<file path="src/sv/rgb_color_grade_unit_assert.svh">
// Assertion macros for the color grade unit.
// No dependencies; included by files that carry concurrent assertions.
`ifndef RGB_COLOR_GRADE_UNIT_ASSERT_SVH
`define RGB_COLOR_GRADE_UNIT_ASSERT_SVH
`ifndef ASSERT_OFF
`define RCG_ASSERT(lbl, prop, msg) \
  lbl: assert property (@(posedge clk) disable iff (!rst_n) prop) else $error(msg);
`define RCG_ASSERT_ALWAYS(lbl, prop, msg) \
  lbl: assert property (@(posedge clk) prop) else $error(msg);
`else
`define RCG_ASSERT(lbl, prop, msg)
`define RCG_ASSERT_ALWAYS(lbl, prop, msg)
`endif
`endif

</file>
<file path="src/sv/rcg_pkg.sv">
// Shared types and constants of the color grade unit.
// No dependencies; compiled before all other files.
package rcg_pkg;

  localparam int PipeDepth = 10;
  localparam int CfgIdxW   = 3;
  localparam int CfgDataW  = 9;

  typedef enum logic [CfgIdxW-1:0] {
    REG_LIFT        = 3'd0,
    REG_CONTRAST    = 3'd1,
    REG_SATURATION  = 3'd2,
    REG_TINT_HUE    = 3'd3,
    REG_TINT_AMOUNT = 3'd4
  } rcg_reg_idx_t;

  // Grading coefficients derived from the register file
  typedef struct packed {
    logic [7:0]        lift;
    logic signed [10:0] cf;    // contrast factor, 256 = neutral
    logic [9:0]        sf;    // saturation factor, 256 = neutral
    logic [7:0]        ta;    // tint weight out of 256
    logic [2:0][7:0]   tint;  // tint color, index 0 = red
  } rcg_grade_t;

  typedef struct packed {
    logic busy;
    logic full;
  } rcg_pipe_stat_t;

endpackage

</file>
<file path="src/sv/rcg_in_if.sv">
// Pixel input channel of the color grade unit.
// Depends on nothing but the handshake convention valid/ready.
interface rcg_in_if;
  logic       valid;
  logic       ready;
  logic [7:0] red_in;
  logic [7:0] green_in;
  logic [7:0] blue_in;
  logic       frame_end_in;

  modport source (output valid, red_in, green_in, blue_in, frame_end_in, input ready);
  modport sink   (input valid, red_in, green_in, blue_in, frame_end_in, output ready);
endinterface

</file>
<file path="src/sv/rcg_out_if.sv">
// Pixel result channel of the color grade unit.
// Depends on nothing but the handshake convention valid/ready.
interface rcg_out_if;
  logic       valid;
  logic       ready;
  logic [7:0] red_out;
  logic [7:0] green_out;
  logic [7:0] blue_out;
  logic       frame_end_out;

  modport source (output valid, red_out, green_out, blue_out, frame_end_out, input ready);
  modport sink   (input valid, red_out, green_out, blue_out, frame_end_out, output ready);
endinterface

</file>
<file path="src/sv/rcg_cfg_if.sv">
// Register write channel of the color grade unit.
// Uses widths from rcg_pkg.
interface rcg_cfg_if;
  import rcg_pkg::*;
  logic                valid;
  logic                ready;
  logic [CfgIdxW-1:0]  idx;
  logic [CfgDataW-1:0] data;

  modport source (output valid, idx, data, input ready);
  modport sink   (input valid, idx, data, output ready);
endinterface

</file>
<file path="src/sv/rcg_cfg_regs.sv">
// Register file and coefficient derivation of the color grade unit.
// Depends on rcg_pkg and rcg_cfg_if.
module rcg_cfg_regs (
  input  logic               clk,
  input  logic               rst_n,
  rcg_cfg_if.sink            cfg_ch,
  output rcg_pkg::rcg_grade_t grade
);
  import rcg_pkg::*;

  localparam logic [23:0] RecipHundred = 24'd41944;    // 2^22 / 100, rounded up
  localparam logic [27:0] RecipTen     = 28'd52429;    // 2^19 / 10, rounded up
  localparam logic [9:0]  HueOffR = 10'd0;
  localparam logic [9:0]  HueOffG = 10'd240;
  localparam logic [9:0]  HueOffB = 10'd120;

  logic [7:0] lift_r, lift_nxt;
  logic [7:0] contrast_r, contrast_nxt;
  logic [7:0] sat_r, sat_nxt;
  logic [8:0] hue_r, hue_nxt;
  logic [6:0] amount_r, amount_nxt;

  logic [7:0]         con_mag;
  logic [23:0]        con_prod;
  logic [23:0]        sat_prod;
  logic signed [10:0] cf_r, cf_nxt;
  logic [9:0]         sf_r, sf_nxt;
  logic [7:0]         ta_r, ta_nxt;
  logic signed [5:0]  dist_r [3];
  logic signed [5:0]  dist_nxt [3];
  logic [7:0]         tint_r [3];
  logic [7:0]         tint_nxt [3];

  // Distance of the hue from the channel's full-on arc, clamped to +-30
  function automatic logic signed [5:0] hue_dist(input logic [9:0] k_raw);
    logic [9:0]         k;
    logic signed [10:0] a;
    logic signed [10:0] b;
    logic signed [10:0] m;
    begin
      if (k_raw >= 10'd720) begin
        k = k_raw - 10'd720;
      end else if (k_raw >= 10'd360) begin
        k = k_raw - 10'd360;
      end else begin
        k = k_raw;
      end
      a = $signed({1'b0, k}) - 11'sd90;
      b = 11'sd270 - $signed({1'b0, k});
      m = (a < b) ? a : b;
      if (m > 11'sd30) begin
        m = 11'sd30;
      end else if (m < -11'sd30) begin
        m = -11'sd30;
      end
      hue_dist = 6'(m);
    end
  endfunction

  // t = (1530 - 34*m) / 10, numerator always 510..2550
  function automatic logic [7:0] tint_level(input logic signed [5:0] m);
    logic signed [12:0] v;
    logic [27:0]        p;
    begin
      v = 13'sd1530 - (13'(m) * 13'sd34);
      p = 28'(v[11:0]) * RecipTen;
      tint_level = p[26:19];
    end
  endfunction

  assign cfg_ch.ready = 1'b1;

  always_comb begin
    lift_nxt     = lift_r;
    contrast_nxt = contrast_r;
    sat_nxt      = sat_r;
    hue_nxt      = hue_r;
    amount_nxt   = amount_r;
    if (cfg_ch.valid) begin
      case (rcg_reg_idx_t'(cfg_ch.idx))
        REG_LIFT:        lift_nxt     = cfg_ch.data[7:0];
        REG_CONTRAST:    contrast_nxt = cfg_ch.data[7:0];
        REG_SATURATION:  sat_nxt      = cfg_ch.data[7:0];
        REG_TINT_HUE:    hue_nxt      = cfg_ch.data[8:0];
        REG_TINT_AMOUNT: amount_nxt   = cfg_ch.data[6:0];
        default: ;
      endcase
    end
  end

  always_ff @(posedge clk) begin
    if (!rst_n) begin
      lift_r     <= 8'd0;
      contrast_r <= 8'd0;
      sat_r      <= 8'd100;
      hue_r      <= 9'd0;
      amount_r   <= 7'd0;
    end else begin
      lift_r     <= lift_nxt;
      contrast_r <= contrast_nxt;
      sat_r      <= sat_nxt;
      hue_r      <= hue_nxt;
      amount_r   <= amount_nxt;
    end
  end

  // First derivation step: contrast and saturation factors, tint weight, hue distances
  always_comb begin
    con_mag  = contrast_r[7] ? (8'd0 - contrast_r) : contrast_r;
    con_prod = 24'(con_mag) * RecipHundred;
    sat_prod = 24'(sat_r) * RecipHundred;
    // truncating division toward zero: apply the sign after dividing the magnitude
    cf_nxt = contrast_r[7] ? $signed(11'd256 - {1'b0, con_prod[23:14]})
                           : $signed(11'd256 + {1'b0, con_prod[23:14]});
    sf_nxt = sat_prod[23:14];
    // amt*102/100 = amt + amt/50
    if (amount_r >= 7'd100) begin
      ta_nxt = {1'b0, amount_r} + 8'd2;
    end else if (amount_r >= 7'd50) begin
      ta_nxt = {1'b0, amount_r} + 8'd1;
    end else begin
      ta_nxt = {1'b0, amount_r};
    end
    dist_nxt[0] = hue_dist({1'b0, hue_r} + HueOffR);
    dist_nxt[1] = hue_dist({1'b0, hue_r} + HueOffG);
    dist_nxt[2] = hue_dist({1'b0, hue_r} + HueOffB);
  end

  always_comb begin
    for (int i = 0; i < 3; i++) begin
      tint_nxt[i] = tint_level(dist_r[i]);
    end
  end

  always_ff @(posedge clk) begin
    cf_r <= cf_nxt;
    sf_r <= sf_nxt;
    ta_r <= ta_nxt;
    for (int i = 0; i < 3; i++) begin
      dist_r[i] <= dist_nxt[i];
      tint_r[i] <= tint_nxt[i];
    end
  end

  always_comb begin
    grade.lift = lift_r;
    grade.cf   = cf_r;
    grade.sf   = sf_r;
    grade.ta   = ta_r;
    for (int i = 0; i < 3; i++) begin
      grade.tint[i] = tint_r[i];
    end
  end

endmodule

</file>
<file path="src/sv/rcg_pipe.sv">
// Ten-stage pixel pipeline: lift, contrast, saturation, tint, clamp.
// Depends on rcg_pkg, rcg_in_if and rcg_out_if.
module rcg_pipe (
  input  logic                   clk,
  input  logic                   rst_n,
  rcg_in_if.sink                 in_ch,
  rcg_out_if.source              out_ch,
  input  rcg_pkg::rcg_grade_t    grade,
  output rcg_pkg::rcg_pipe_stat_t stat
);
  import rcg_pkg::*;

  localparam int Last = PipeDepth - 1;
  localparam logic signed [18:0] LumaR = 19'sd77;
  localparam logic signed [18:0] LumaG = 19'sd150;
  localparam logic signed [18:0] LumaB = 19'sd29;

  logic [PipeDepth-1:0] v_r, v_nxt, v_shift;
  logic [PipeDepth-1:0] fe_r, fe_nxt, fe_shift;
  logic [PipeDepth-1:0] ld;

  logic [7:0]         px0_r [3];
  logic [15:0]        lp1_r [3];     // lift product
  logic [15:0]        lp1_nxt [3];
  logic [7:0]         px2_r [3];
  logic [7:0]         px2_nxt [3];
  logic signed [19:0] cp3_r [3];     // contrast product
  logic signed [19:0] cp3_nxt [3];
  logic signed [9:0]  px4_r [3];
  logic signed [9:0]  px4_nxt [3];
  logic signed [9:0]  px5_r [3];
  logic signed [9:0]  lum5_r, lum5_nxt;
  logic signed [18:0] luma_sum;
  logic signed [20:0] sp6_r [3];     // saturation product
  logic signed [20:0] sp6_nxt [3];
  logic signed [9:0]  lum6_r;
  logic signed [12:0] px7_r [3];
  logic signed [12:0] px7_nxt [3];
  logic signed [22:0] ta8_r [3];     // pixel times (256 - ta)
  logic signed [22:0] ta8_nxt [3];
  logic [15:0]        tb8_r [3];     // tint times ta
  logic [15:0]        tb8_nxt [3];
  logic [7:0]         px9_r [3];
  logic [7:0]         px9_nxt [3];

  logic [7:0]         d255 [3];
  logic [16:0]        q255 [3];
  logic signed [8:0]  ctr [3];
  logic signed [10:0] dif [3];
  logic signed [9:0]  keep_w;
  logic signed [23:0] blend [3];
  logic signed [15:0] fl [3];

  // A stage loads when it is empty or its item moves on
  always_comb begin
    ld[Last] = !v_r[Last] || out_ch.ready;
    for (int k = Last - 1; k >= 0; k--) begin
      ld[k] = !v_r[k] || ld[k+1];
    end
  end

  assign v_shift  = {v_r[PipeDepth-2:0], in_ch.valid};
  assign fe_shift = {fe_r[PipeDepth-2:0], in_ch.frame_end_in};

  always_comb begin
    for (int k = 0; k < PipeDepth; k++) begin
      v_nxt[k]  = ld[k] ? v_shift[k] : v_r[k];
      fe_nxt[k] = ld[k] ? fe_shift[k] : fe_r[k];
    end
  end

  always_ff @(posedge clk) begin
    if (!rst_n) begin
      v_r <= '0;
    end else begin
      v_r <= v_nxt;
    end
  end

  always_ff @(posedge clk) begin
    fe_r <= fe_nxt;
  end

  always_comb begin
    keep_w = 10'sd256 - $signed({2'b00, grade.ta});
    luma_sum = 19'(px4_r[0]) * LumaR + 19'(px4_r[1]) * LumaG + 19'(px4_r[2]) * LumaB;
    lum5_nxt = 10'(luma_sum >>> 8);
    for (int i = 0; i < 3; i++) begin
      // lift: x*(255-lift), then /255 as (p + p/256 + 1)/256
      lp1_nxt[i] = 16'(px0_r[i]) * 16'(8'd255 - grade.lift);
      q255[i]    = 17'(lp1_r[i]) + 17'(lp1_r[i][15:8]) + 17'd1;
      d255[i]    = q255[i][15:8];
      px2_nxt[i] = grade.lift + d255[i];
      // contrast about 128
      ctr[i]     = $signed({1'b0, px2_r[i]}) - 9'sd128;
      cp3_nxt[i] = 20'(ctr[i]) * 20'(grade.cf);
      px4_nxt[i] = 10'(cp3_r[i] >>> 8) + 10'sd128;
      // saturation about luma
      dif[i]     = 11'(px5_r[i]) - 11'(lum5_r);
      sp6_nxt[i] = 21'(dif[i]) * $signed({11'd0, grade.sf});
      px7_nxt[i] = 13'(lum6_r) + 13'(sp6_r[i] >>> 8);
      // tint blend
      ta8_nxt[i] = 23'(px7_r[i]) * 23'(keep_w);
      tb8_nxt[i] = 16'(grade.tint[i]) * 16'(grade.ta);
      blend[i]   = 24'(ta8_r[i]) + $signed({8'd0, tb8_r[i]});
      fl[i]      = 16'(blend[i] >>> 8);
      if (fl[i] < 16'sd0) begin
        px9_nxt[i] = 8'd0;
      end else if (fl[i] > 16'sd255) begin
        px9_nxt[i] = 8'd255;
      end else begin
        px9_nxt[i] = fl[i][7:0];
      end
    end
  end

  always_ff @(posedge clk) begin
    if (ld[0]) begin
      px0_r[0] <= in_ch.red_in;
      px0_r[1] <= in_ch.green_in;
      px0_r[2] <= in_ch.blue_in;
    end
    if (ld[5]) begin
      lum5_r <= lum5_nxt;
    end
    if (ld[6]) begin
      lum6_r <= lum5_r;
    end
    for (int i = 0; i < 3; i++) begin
      if (ld[1]) lp1_r[i] <= lp1_nxt[i];
      if (ld[2]) px2_r[i] <= px2_nxt[i];
      if (ld[3]) cp3_r[i] <= cp3_nxt[i];
      if (ld[4]) px4_r[i] <= px4_nxt[i];
      if (ld[5]) px5_r[i] <= px4_r[i];
      if (ld[6]) sp6_r[i] <= sp6_nxt[i];
      if (ld[7]) px7_r[i] <= px7_nxt[i];
      if (ld[8]) begin
        ta8_r[i] <= ta8_nxt[i];
        tb8_r[i] <= tb8_nxt[i];
      end
      if (ld[9]) px9_r[i] <= px9_nxt[i];
    end
  end

  assign in_ch.ready          = ld[0];
  assign out_ch.valid         = v_r[Last];
  assign out_ch.red_out       = px9_r[0];
  assign out_ch.green_out     = px9_r[1];
  assign out_ch.blue_out      = px9_r[2];
  assign out_ch.frame_end_out = fe_r[Last];

  assign stat.busy = |v_r;
  assign stat.full = &v_r;

endmodule

</file>
<file path="src/sv/rgb_color_grade_unit.sv">
// Top level of the RGB888 color grade unit; depends on rcg_pkg, the three channel
// interfaces, rcg_cfg_regs and rcg_pipe. Each pixel runs lift, contrast, saturation
// and tint in that order and comes out clamped to 0..255 with its frame end flag.
// The unit takes one pixel per clock while in_ch.ready is high; each pixel passes the
// ten register stages of the pixel pipeline, and a held-off output stalls only as far
// back as the pipeline is full. Register writes are taken every cycle and reach the
// pixel path through the registers of rcg_cfg_regs, so they belong between frames.
`include "rgb_color_grade_unit_assert.svh"
module rgb_color_grade_unit (
  input logic        clk,
  input logic        rst_n,
  rcg_in_if.sink     in_ch,
  rcg_out_if.source  out_ch,
  rcg_cfg_if.sink    cfg_ch
);
  import rcg_pkg::*;

  rcg_grade_t     grade;
  rcg_pipe_stat_t stat;

  rcg_cfg_regs u_cfg_regs (
    .clk    (clk),
    .rst_n  (rst_n),
    .cfg_ch (cfg_ch),
    .grade  (grade)
  );

  rcg_pipe u_pipe (
    .clk    (clk),
    .rst_n  (rst_n),
    .in_ch  (in_ch),
    .out_ch (out_ch),
    .grade  (grade),
    .stat   (stat)
  );

  // input backs up only behind a result that is held off
  `RCG_ASSERT(a_stall_from_output, !in_ch.ready |-> (out_ch.valid && !out_ch.ready), "input stalled without output backpressure")
  `RCG_ASSERT(a_full_blocks_input, (stat.full && !out_ch.ready) |-> !in_ch.ready, "item taken into a full stalled pipeline")
  `RCG_ASSERT(a_empty_stays_empty, (!stat.busy && !(in_ch.valid && in_ch.ready)) |=> !out_ch.valid, "result without any item in flight")
  `RCG_ASSERT_ALWAYS(a_reset_clears, !rst_n |=> !out_ch.valid, "result valid right after reset")

endmodule

</file>
<file path="src/flat_wrapper.sv">
// flat-port wrapper written by rule: the top's interface ports become plain ports
module rgb_color_grade_unit_flat import rcg_pkg::*;
  (clk, rst_n, in_ch_valid, in_ch_red_in, in_ch_green_in, in_ch_blue_in, in_ch_frame_end_in, in_ch_ready, out_ch_valid, out_ch_red_out, out_ch_green_out, out_ch_blue_out, out_ch_frame_end_out, out_ch_ready, cfg_ch_valid, cfg_ch_idx, cfg_ch_data, cfg_ch_ready);
  rcg_in_if in_ch_i ();
  rcg_out_if out_ch_i ();
  rcg_cfg_if cfg_ch_i ();
  input logic clk;
  input logic rst_n;
  input wire logic [$bits(in_ch_i.valid)-1:0] in_ch_valid;
  input wire logic [$bits(in_ch_i.red_in)-1:0] in_ch_red_in;
  input wire logic [$bits(in_ch_i.green_in)-1:0] in_ch_green_in;
  input wire logic [$bits(in_ch_i.blue_in)-1:0] in_ch_blue_in;
  input wire logic [$bits(in_ch_i.frame_end_in)-1:0] in_ch_frame_end_in;
  output wire logic [$bits(in_ch_i.ready)-1:0] in_ch_ready;
  output wire logic [$bits(out_ch_i.valid)-1:0] out_ch_valid;
  output wire logic [$bits(out_ch_i.red_out)-1:0] out_ch_red_out;
  output wire logic [$bits(out_ch_i.green_out)-1:0] out_ch_green_out;
  output wire logic [$bits(out_ch_i.blue_out)-1:0] out_ch_blue_out;
  output wire logic [$bits(out_ch_i.frame_end_out)-1:0] out_ch_frame_end_out;
  input wire logic [$bits(out_ch_i.ready)-1:0] out_ch_ready;
  input wire logic [$bits(cfg_ch_i.valid)-1:0] cfg_ch_valid;
  input wire logic [$bits(cfg_ch_i.idx)-1:0] cfg_ch_idx;
  input wire logic [$bits(cfg_ch_i.data)-1:0] cfg_ch_data;
  output wire logic [$bits(cfg_ch_i.ready)-1:0] cfg_ch_ready;
  assign in_ch_i.valid = in_ch_valid;
  assign in_ch_i.red_in = in_ch_red_in;
  assign in_ch_i.green_in = in_ch_green_in;
  assign in_ch_i.blue_in = in_ch_blue_in;
  assign in_ch_i.frame_end_in = in_ch_frame_end_in;
  assign in_ch_ready = in_ch_i.ready;
  assign out_ch_valid = out_ch_i.valid;
  assign out_ch_red_out = out_ch_i.red_out;
  assign out_ch_green_out = out_ch_i.green_out;
  assign out_ch_blue_out = out_ch_i.blue_out;
  assign out_ch_frame_end_out = out_ch_i.frame_end_out;
  assign out_ch_i.ready = out_ch_ready;
  assign cfg_ch_i.valid = cfg_ch_valid;
  assign cfg_ch_i.idx = cfg_ch_idx;
  assign cfg_ch_i.data = cfg_ch_data;
  assign cfg_ch_ready = cfg_ch_i.ready;
  rgb_color_grade_unit u_core (.clk(clk), .rst_n(rst_n), .in_ch(in_ch_i), .out_ch(out_ch_i), .cfg_ch(cfg_ch_i));
endmodule
</file>
<file path="config.mk">
export PLATFORM = sky130hd
export DESIGN_NAME = rgb_color_grade_unit_flat
export DESIGN_NICKNAME = d
export VERILOG_FILES = /design/src/sv/rcg_pkg.sv /design/src/sv/rcg_in_if.sv /design/src/sv/rcg_out_if.sv /design/src/sv/rcg_cfg_if.sv /design/src/sv/rcg_cfg_regs.sv /design/src/sv/rcg_pipe.sv /design/src/sv/rgb_color_grade_unit.sv /design/src/flat_wrapper.sv
export VERILOG_INCLUDE_DIRS = /design/src /design/src/sv
export SDC_FILE = /design/constraint.sdc
export NUM_CORES = 2
export LEC_CHECK = 0
export BUFFER_PORTS_ARGS = -buffer_cell sky130_fd_sc_hd__buf_2
export CAP_MARGIN = 20
export CORE_UTILIZATION = 55
export CTS_CLUSTER_SIZE = 28
export DETAILED_ROUTE_END_ITERATION = 12
export PLACE_DENSITY = 0.67
export SYNTH_ARGS = -nofsm -noshare
export SYNTH_HDL_FRONTEND = slang
export SYNTH_SLANG_ARGS = --single-unit
</file>
<file path="constraint.sdc">
create_clock -name clk -period 8 [get_ports clk]
set_clock_uncertainty 0.1 [all_clocks]
set_input_delay 0 -clock clk [delete_from_list [all_inputs] [get_ports clk]]
set_output_delay 0 -clock clk [all_outputs]
set_load 0.05 [all_outputs]
</file>
* Word-level counts from Yosys, hierarchy flattened *
Memories as Yosys holds them, arrays and structs flattened.
Index checks and enable logic that the tools add are counted.

word-level totals
  logic and storage cells = 217
  register bits = 109
  bits of input ports = 42
  output and inout port bits = 28
  bits in writable memories = 501
  bits in read-only memories = 0
  bits in latches = 0
  memories = 13

cells by class
  eq/ne operators = 4
  shift-type cells = 0
  divide/modulo/power cells = 0
  $add $sub $neg = 50
  multipliers = 26
  magnitude comparators = 23
  reduce and logical (&&, ||, !) cells = 26
  bitwise gates (word level) = 0
  mux-type cells = 45

memory list
  memory               depth  width  read ports  clocked after memory_dff  wr ports  line            RTL
  u_core.u_pipe.ta8_r  3      23     3           0                         3         rcg_pipe.sv:39  logic signed [22:0] ta8_r [3];
  u_core.u_pipe.sp6_r  3      21     3           0                         3         rcg_pipe.sv:34  logic signed [20:0] sp6_r [3];
  u_core.u_pipe.cp3_r  3      20     3           0                         3         rcg_pipe.sv:27  logic signed [19:0] cp3_r [3];
  u_core.u_pipe.lp1_r  3      16     3           0                         3         rcg_pipe.sv:23  logic [15:0] lp1_r [3];
  u_core.u_pipe.tb8_r  3      16     3           0                         3         rcg_pipe.sv:41  logic [15:0] tb8_r [3];
  u_core.u_pipe.px7_r  3      13     3           0                         3         rcg_pipe.sv:37  logic signed [12:0] px7_r [3];
  +7 memories          n/a    n/a    n/a         n/a                       n/a       n/a

operators with widths
  kind                                                                           number
  12-bit by 16-bit multiplier with 27-bit output, second input constant          3
  23-bit by 17-bit adder with 24-bit output                                      3
  8-bit two-way mux                                                              9
  13-bit by 10-bit multiplier with 23-bit output                                 3
  11-bit by 11-bit multiplier with 21-bit output                                 3
  9-bit by 11-bit multiplier with 20-bit output                                  3
  10-bit two-way mux                                                             6
  16-bit by 1-bit adder with 16-bit output, second input constant                3
  16-bit by 8-bit adder with 16-bit output                                       3
  16-bit by 9-bit > comparator with 1-bit output, second input constant          3
  16-bit by 1-bit less-than comparator with 1-bit output, second input constant  3
  8-bit by 8-bit multiplier with 16-bit output                                   3
  11-bit two-way mux                                                             4
  9-bit by 10-bit subtractor with 11-bit output, first input constant            4
  8-bit by 13-bit multiplier with 21-bit output, second input constant           2
  10-bit by 13-bit adder with 13-bit output                                      3
  6-bit two-way mux                                                              6
  12-bit subtractor, first input constant                                        3
  11-bit by 6-bit > comparator with 1-bit output, second input constant          3
  11-bit less-than comparator                                                    3
  11-bit by 6-bit less-than comparator with 1-bit output, second input constant  3
  6-bit by 6-bit multiplier with 11-bit output, second input constant            3
  10-bit by 10-bit subtractor with 11-bit output                                 3
  10-bit by 7-bit subtractor with 11-bit output, second input constant           3
  36 further kinds                                                               89

* Depth between registers and ports, before layout *
  depth in word-level cells = 13
  gate-level depth with buffers = 32
  mapped depth without buffers = 31

* By module *
A second synthesis with hierarchy kept.

second synthesis, totals
  cell total of the unflattened synthesis = 9259
  area total of the unflattened synthesis = 89950.0 um^2

by module, submodules not included
  module        sequential area each (um^2)  area each (um^2)  times used  cells each
  rcg_pipe      13262.7                      71280.9           1           7132
  rcg_cfg_regs  2222.1                       18669.2           1           2127

* Worst setup path before layout *
No wires, ideal clock.

  kind = flip-flop to flip-flop
  start point = mem u_core.u_pipe.px4_r[1][3] (netlist: u_core.u_pipe.px4_r[0][13])
  end point = reg u_core.u_pipe.lum5_r[9], data pin
  library setup time = 0.271 ns
  period minus slack after synthesis = 7.439 ns
  path slack = 0.561 ns
  data arrival time = 7.068 ns
  buffers on the path = 0
  cell stages (with the launch flop) = 30
  data required time = 7.629 ns
  path through = edfxtp_1 -> ha_1 -> ha_1 -> inv_1 -> fa_1 -> inv_1 -> ha_1 -> a21o_1 -> a21oi_1 -> o21ai_0 -> a21oi_1 -> o21ai_0 -> a211o_1 -> a2111oi_0 -> nor2_1 -> xnor2_1 -> ha_1 -> xnor2_1 -> fa_1 -> inv_1 -> fa_1 -> fa_1 -> inv_1 -> fa_1 -> inv_1 -> ha_1 -> nand3_1 -> nor4_1 -> a2111oi_0 -> xnor2_1

RTL lines
  what                  line             RTL
  from (decl)           rcg_pipe.sv:29   logic signed [9:0] px4_r [3];
  to (signal assigned)  rcg_pipe.sv:124  lum5_r <= lum5_nxt;
  to (decl)             rcg_pipe.sv:32   logic signed [9:0] lum5_r, lum5_nxt;

==> results.md <==
- Status: completed
- Largest fanout on the critical path: 3
- Clock Sinks: approximately 560
- Crit Path Category: flip-flop to flip-flop
- Synth Area per Inst: 9.78 µm²
- Total grt overflow: 0
- Fmax: ~130 MHz
- Global-route wire length before repair: 326 mm
- Hold WS: 132 ps
- Compound-cell area share of the yosys netlist: 7.20%
- Final Critical Period: 7660 ps
- Root buf cell: clkbuf_16
- GRT Resource Usage Total: 24.4%
- Nets: between 10000 and 15000
- Initial antenna violation count: 1
- Period utilization: a little over nine tenths
- Pin count of the biggest net entering global routing: 86
- Vias: 61036
- CTS Buf Count: 74
- Synth Warn #: 0
- Die Width: just over 400 µm
- Worst path max stage delay: between 500 and 600 ps
- Post-synth EDFFs: 435
- IO Port Bufs: 68
- H-Tree Depth: 3
- Area Growth Syn to Fin: 7.25%
- Routed vias/inst: 5.31
- Die area: 165000 µm²
- Core footprint: 161000 µm²
- Post-Route WL: 191 mm
- Vias in the first global route: 66138
- Share of cells above drive strength 1: 4.22%
- Max-cap violation count: 0
- Mux share of post-synthesis cell area: 0.317%
- Final setup viols: 0
- Min-delay worst type: primary input to flip-flop
- Cells after Synth: approximately 9200
- Netlist area before placement: ~90000 µm²
- Final hold viol count: 0
- Final Max Tran Viols: 0
- Rows: 147
- Gpl congestion: about 0.87
- Largest family of logic cells by synthesized area: adder cells
- I/O Pins: 70
- Clock Path Buffers: 3
- Remaining antenna violation count: 0
- Drt pass-1 iters: 5
- Netlist cell types: 116
- Critical Path Source Type: flip-flop
- WP data arrival: about 8000 ps
- Post-Syn Nets: 11836
- Post-DP HPWL: 154 mm
- Post-synthesis sequential area ratio: 17.3%
- Clock Latency Late Sink: 690 ps
- Reg area: 15500 µm²
- Most area-consuming cells after synthesis: fa_1, ha_1, edfxtp_1, inv_1, and2_1
- Final core occ: between 50% and 60%
- Xor/xnor share of the synthesized area: a little over 5%
- WL/cell: ~17 µm
- Critical Path Slowest Stage Cell: fa_1
- Diodes inserted: 0
- CP required: 8300 ps
- Leading area contributor after synthesis: fa_1
- CP endpoint kind: flip-flop
- Die Y: 406 µm
- CTS tree: yes
- Async S/R FF share, synth: 0%
- Initial Util: 55.6%
- Synth Flop Type: edfxtp_1
- Synth Register Bits: 556
- Synth Area in Simple Gates: 13.7%
- Remaining DRCs: 0
- Synth top area share: 29.4%
- Area occupied by multi-input gates: roughly 66000 µm²
- Worst Tran Pin Value: 1060 ps
- Worst-path clk slew: 60 ps
- Post-Synth Adder-Cell Area: 47.6%
- DRT iter0 DRCs: 2813
- Fillers: between 10000 and 15000
- Rel. slew slack: 28.7%
worst max-delay path: cells and delay by family, from the launching register on:
kind                     cells  cell delay, ps
AO/OA/AOI/OAI               10            1830
XOR/XNOR                     2             240
adder cells (fa/ha/maj)     11            4420
buffers and inverters        6             310
flip-flops                   1             420
AND/OR/NAND/NOR              1              80
routing by layer:
metal	share of wire (%)	GRT usage, %
met1	44	31.6
met5	0.0058	0
met4	2.3	5.89
met3	4.1	3.21
met2	49	43.1
cell usage after synthesis, drive strengths merged (12+ instances only):
library cell,number
nor3,90
xor2,117
or3,21
o21ai,199
o211ai,19
and3,30
a21o,78
o31a,12
nor4,20
o31ai,13
a21oi,272
nor2,303
o21a,99
nand2b,150
xnor2,403
a21boi,70
fa,1315
nor2b,224
a2111oi,12
or2,42
nand2,717
dfxtp,121
and2,623
mux2i,25
a31oi,28
buf,25
clkbuf,200
nand3,79
a211oi,17
nand4,29
ha,1305
o21bai,36
inv,1869
edfxtp,435
logic make-up after synthesis:
family	after synthesis
AOI/OAI and AO/OA	974
xor gates and xnor gates	522
adders and majority gates	2624
buffers and inverters	2094
DFF	556
muxes	28
other	1
and+or+nand+nor	2375
area by class of cell:
class,instances,area share (%)
multi-input combinational,6524,69.1
tap,2160,2.81
inverter,1869,7.30
timing repair buffer,252,2.16
clock buffer,96,2.11
sequential,556,16.1
clock inverter,36,0.442
path summary, 6_finish.rpt:
| kind | start | end | slack [ps] | cells past startpoint |
|---|---|---|---|---|
| setup / recovery | u_core.u_pipe.px4_r[0][13] | u_core.u_pipe.lum5_r[8] | 340 | 30 |
| setup reg to reg | u_core.u_pipe.px4_r[0][13] | u_core.u_pipe.lum5_r[8] | 340 | 30 |
| hold / removal | cfg_ch_data[1] | u_core.u_cfg_regs.sat_r[1] | 130 | 4 |
| hold reg to reg | u_core.u_pipe.cp3_r[0][14] | u_core.u_pipe.px4_r[0][6] | 310 | 0 |
registers in the layout, summed over array words and instances, names as in the netlist, 30 cells and up:
register	cells
u_core.u_pipe.ta8_r	69
u_core.u_pipe.lp1_r	48
u_core.u_pipe.tb8_r	48
u_core.u_pipe.px7_r	39
u_core.u_pipe.sp6_r	39
u_core.u_pipe.cp3_r	30
u_core.u_pipe.px4_r	30
u_core.u_pipe.px5_r	30
what timing repair did:
item,in CTS,in global routing
pin swaps,0,3
setup endpoints to repair,1,15
buffers inserted,0,3
hold buffers,83,0
resized for setup,1,22
hold endpoints to repair,75,0
cell usage in the layout (no fill, tap or decap), types with 20 or more instances in the layout:
cell           instances
inv_1               1864
fa_1                1315
ha_1                1305
nand2_1              713
and2_1               622
edfxtp_1             435
xnor2_1              394
nor2_1               301
a21oi_1              269
nor2b_1              223
o21ai_0              185
nand2b_1             150
dfxtp_1              120
xor2_1               115
o21a_1                99
buf_4                 90
nor3_1                89
dlygate4sd3_1         83
nand3_1               79
a21o_1                78
clkbuf_16             78
buf_2                 69
a21boi_0              66
or2_2                 41
o21bai_1              36
and3_1                30
nand4_1               29
a31oi_1               27
mux2i_1               25
or3_1                 20
stage by stage:
stage / setup slack [ps] / TNS [ps] / instance area (µm²) / instances
after floorplan: 561 / 0 / 89700 / 9174
after global placement: 138 / 0 / 92600 / 11266
after detailed placement: -37.8 / -37.8 / 92600 / 11267
after CTS: 21.6 / 0 / 95900 / 11482
after global routing: -21.0 / -39.9 / 96200 / 11493
final: 336 / 0 / 96200 / 11493
Power is left out: the tool's default activity adds up to more than one toggle a clock period on the data nets, which glitch-free logic cannot reach.
